File: src/sv/ppu_pkg.sv
// Shared types and constants for the particle pool update block.
`timescale 1ns / 1ps
`default_nettype none

package ppu_pkg;

   // Register indexes of the configuration port
   localparam logic [1:0] CSR_EMIT_INTERVAL = 2'd0;
   localparam logic [1:0] CSR_POOL_LIMIT    = 2'd1;
   localparam logic [1:0] CSR_SPAWN_LIFE    = 2'd2;
   localparam logic [1:0] CSR_EMIT_ENABLE   = 2'd3;

   // Register reset values
   localparam logic [31:0] EMIT_INTERVAL_RST = 32'd6554;
   localparam logic [6:0]  POOL_LIMIT_RST    = 7'd64;
   localparam logic [31:0] SPAWN_LIFE_RST    = 32'd65536;
   localparam logic        EMIT_ENABLE_RST   = 1'b1;

   // Operations of the shared adder
   typedef enum logic [1:0] {
      ALU_ADD,
      ALU_ADD_SAT,
      ALU_SUB
   } alu_op_type;

   typedef struct packed {
      alu_op_type  op;
      logic [31:0] a;
      logic [31:0] b;
   } alu_req_type;

   typedef struct packed {
      logic [31:0] res;
      logic        carry;    // carry out; for a subtract, set when a >= b
      logic        nonzero;
   } alu_rsp_type;

   // One pool entry as stored in memory
   typedef struct packed {
      logic [31:0] x;
      logic [31:0] y;
      logic [31:0] z;
      logic [31:0] life;
   } pool_entry_type;

   // Tick sequencer states
   typedef enum logic [3:0] {
      ST_IDLE,
      ST_START,
      ST_CULL_LIFE,
      ST_CULL_Y,
      ST_ACC,
      ST_SPAWN,
      ST_RPT_START,
      ST_RPT_LOAD,
      ST_RPT_WAIT
   } seq_state_type;

endpackage

`default_nettype wire

File: src/sv/ppu_alu.sv
// Shared 32-bit add/subtract unit with carry, saturation and zero flag.
`timescale 1ns / 1ps
`default_nettype none

module ppu_alu
   import ppu_pkg::*;
(
   input  wire alu_req_type req,
   output alu_rsp_type      rsp
);

   logic        is_sub;
   logic [31:0] b_opnd;
   logic [32:0] sum;

   // One adder serves all operations: subtract adds the inverted operand plus one
   always_comb begin
      is_sub = 1'b0;
      case (req.op)
         ALU_ADD:     is_sub = 1'b0;
         ALU_ADD_SAT: is_sub = 1'b0;
         ALU_SUB:     is_sub = 1'b1;
         default:     is_sub = 1'b0;
      endcase
      b_opnd = is_sub ? ~req.b : req.b;
      sum    = {1'b0, req.a} + {1'b0, b_opnd} + {32'd0, is_sub};
   end

   // Saturate on carry out for the accumulator add
   always_comb begin
      rsp.carry = sum[32];
      if (req.op == ALU_ADD_SAT && sum[32]) begin
         rsp.res = '1;
      end else begin
         rsp.res = sum[31:0];
      end
      rsp.nonzero = |sum[31:0];
   end

endmodule

`default_nettype wire

File: config.mk
export PLATFORM = sky130hd
export DESIGN_NAME = ppu_alu
export DESIGN_NICKNAME = d
export VERILOG_FILES = /design/src/sv/ppu_pkg.sv /design/src/sv/ppu_alu.sv
export SDC_FILE = /design/constraint.sdc
export NUM_CORES = 1
export LEC_CHECK = 0
export BUFFER_PORTS_ARGS = -buffer_cell sky130_fd_sc_hd__buf_2
export CORE_MARGIN = 4
export CORE_UTILIZATION = 49
export DETAILED_ROUTE_END_ITERATION = 10
export GPL_ROUTABILITY_DRIVEN = 0
export PLACE_DENSITY = 0.79
export SYNTH_ARGS = -nofsm -noshare
export SYNTH_HDL_FRONTEND = slang
export SYNTH_SLANG_ARGS = --single-unit
File: constraint.sdc
create_clock -name vclk -period 3
set_input_delay 0 -clock vclk [all_inputs]
set_output_delay 0 -clock vclk [all_outputs]
set_load 0.02 [all_outputs]
==> metrics.csv <==
metric,value,unit
Setup TNS,-42.3,ps
Crit Path Max Fanout,7,
Synth area leaders,"ha_1, xnor2_1, nand2_1, a21o_1, a21oi_1",
Sequential Area,0,sq um
Gate Count Post-Synth,403,
hold crit path type,input pin to primary output,
fin util,0.714,
Layout clock buffers,0,
largest net degree at the start of global routing,32,
CP endpoint kind,primary output,
Hold Fails Final Rpt,0,
Synth area leader,ha_1,
Iter 0 DRT Violations,210,
Period minus WS final,3040,ps
PwrDens,399,mW/mm^2
IO Port Bufs,100,
core area,0.00564,sq mm
DR vias,3624,
maxcap violations,0,
global-route wire length before repair,14.6,mm
Tcrit/Tclk final,1.01,
Final Setup Violations,1,
fmax,329,MHz
# nets final,629,
register area share after synthesis,0,
Initial Utilization,0.515,
I/O Pins,100,
Multi-input gate area,0.00292,sq mm
failing checks,setup timing,
average wire per standard cell,16.4,um
fill count,454,
synthesis-to-finish area growth,38.5,%
grt total ovfl,0,
CP required,3000,ps
DP HPWL,7.16,mm
most common library cells after synthesis,"nand2_1, xnor2_1, ha_1, a21oi_1, a21o_1",
FFs & Latches,0,
P_leak,0.00190,uW
ratio of cells with drive above 1 in the final layout,0.400,
Max VDD drop,343,uV
Avg Vias per Cell,6.05,
final worst slack,-42.3,ps
WP data arrival,3040,ps
DRC errors left,0,
Antenna diodes,0,
DR pass1 iterations,5,
Pins Over Slew Limit,0,
RSZ-0062 raised after global routing,true,
Syn Area/Cell,7.21,sq um
initial antenna violation count,0,
die height,85.0,um
GRT Util Overall,0.230,
post-synth top area share,0.142,
Post-Route WL,9.81,mm
FP Rows,27,
Yosys Warn Count,0,
Die W,85.0,um
vias in the first global route,3339,
Worst setup SP type,input pin,
CP Class,input pin to primary output,
Routed Antenna Nets,0,
Mapped Nets,503,
most common cell in the netlist,nand2_1,
slew margin rel.,0.753,
"Distinct cells, synth",74,
total power,1610,uW
mapped cell area,0.00291,sq mm
Slew @ Worst Pin,361,ps
outcome,"complete, but fails checks",
die area,0.00723,sq mm
## worst max-delay path, stage by stage
cell and delay [ps]:
buf_6 90, nand2b_4 190, buf_12 170, xnor2_1 150, ha_2 330, a21o_1 220
a31oi_4 230, buf_4 170, o21a_4 140, o21ai_2 90, a21oi_2 230, o21ai_2 110
a221oi_2 320, xor2_1 250, nand4_1 160, buf_6 160
## through the flow
| stage | area [sq um] | setup WS [ps] | std cells | hold slack [ps] |
|---|---|---|---|---|
| 2_1_floorplan | 2910 | 3.45 | 403 | 192 |
| 3_3_place_gp | 3640 | -2.68 | 584 | 381 |
| 3_5_place_dp | 3640 | -23.4 | 584 | 392 |
| 4_1_cts | 3650 | 13.8 | 584 | 393 |
| 5_1_grt | 4030 | -188 | 599 | 464 |
| 6_report | 4030 | -42.3 | 599 | 431 |
## final cells by class
class / count / share of cell area
well taps: 72 / 0.0224
repair buffers: 151 / 0.240
multi-input cells: 362 / 0.724
inverters: 14 / 0.0131
## worst paths after layout
| check | startpoint | to | slack [ps] | depth (start not counted) |
|---|---|---|---|---|
| worst min-delay path | req[32] | rsp[2] | 430 | 4 |
| worst max-delay path | req[64] | rsp[0] | -40 | 16 |
## cell families (layout without fill, tap and decap cells)
family                   after synthesis  after routing  synth area share
multiplexers                           2              2           0.00732
AO/OA/AOI/OAI                        136            136             0.369
XOR/XNOR                              55             55             0.166
AND/OR/NAND/NOR                      135            135             0.239
adder cells (fa/ha/maj)               34             34             0.149
buffers and inverters                 41            165            0.0693
## per-layer routing
| metal | GRT usage | share of wire | up-vias |
|---|---|---|---|
| li1 | - | - | 1739 |
| met1 | 0.293 | 0.41 | 1685 |
| met2 | 0.427 | 0.50 | 174 |
| met3 | 0.0165 | 0.071 | 26 |
| met4 | 0.0302 | 0.025 | 0 |
| met5 | 0 | 0 | - |
## cells in the final DEF (no fill, tap or decap), types with 3 or more instances in the layout
cell type / count
a21o_1: 20
a21oi_1: 24
a21oi_2: 7
a21oi_4: 6
a31oi_1: 5
and2_1: 3
and3_1: 3
and4_1: 4
buf_2: 98
buf_4: 44
buf_6: 5
ha_1: 26
ha_2: 6
inv_1: 14
nand2_1: 50
nand2b_1: 3
nand3_1: 17
nand4_1: 9
nor2_1: 20
nor3_1: 3
o2111ai_1: 4
o211ai_1: 3
o21a_1: 5
o21ai_0: 10
o21ai_1: 6
o21ai_2: 4
o21bai_1: 3
o31a_1: 3
xnor2_1: 42
xor2_1: 11
## what timing repair did
item                                    in CTS  in global routing
buffers inserted                             0                 13
gates cloned                                 0                  2
resized for setup                            2                 48
pin swaps                                    0                 30
endpoints found under the setup margin       1                 32
hold buffers                                 0                  0
## report_power, final
group          internal, uW  leakage [uW]  switching, uW  total, uW
combinational           688       0.00190            918       1610
sequential                0             0              0          0
clock                     0             0              0          0
Power figures use the tool's default switching activity.
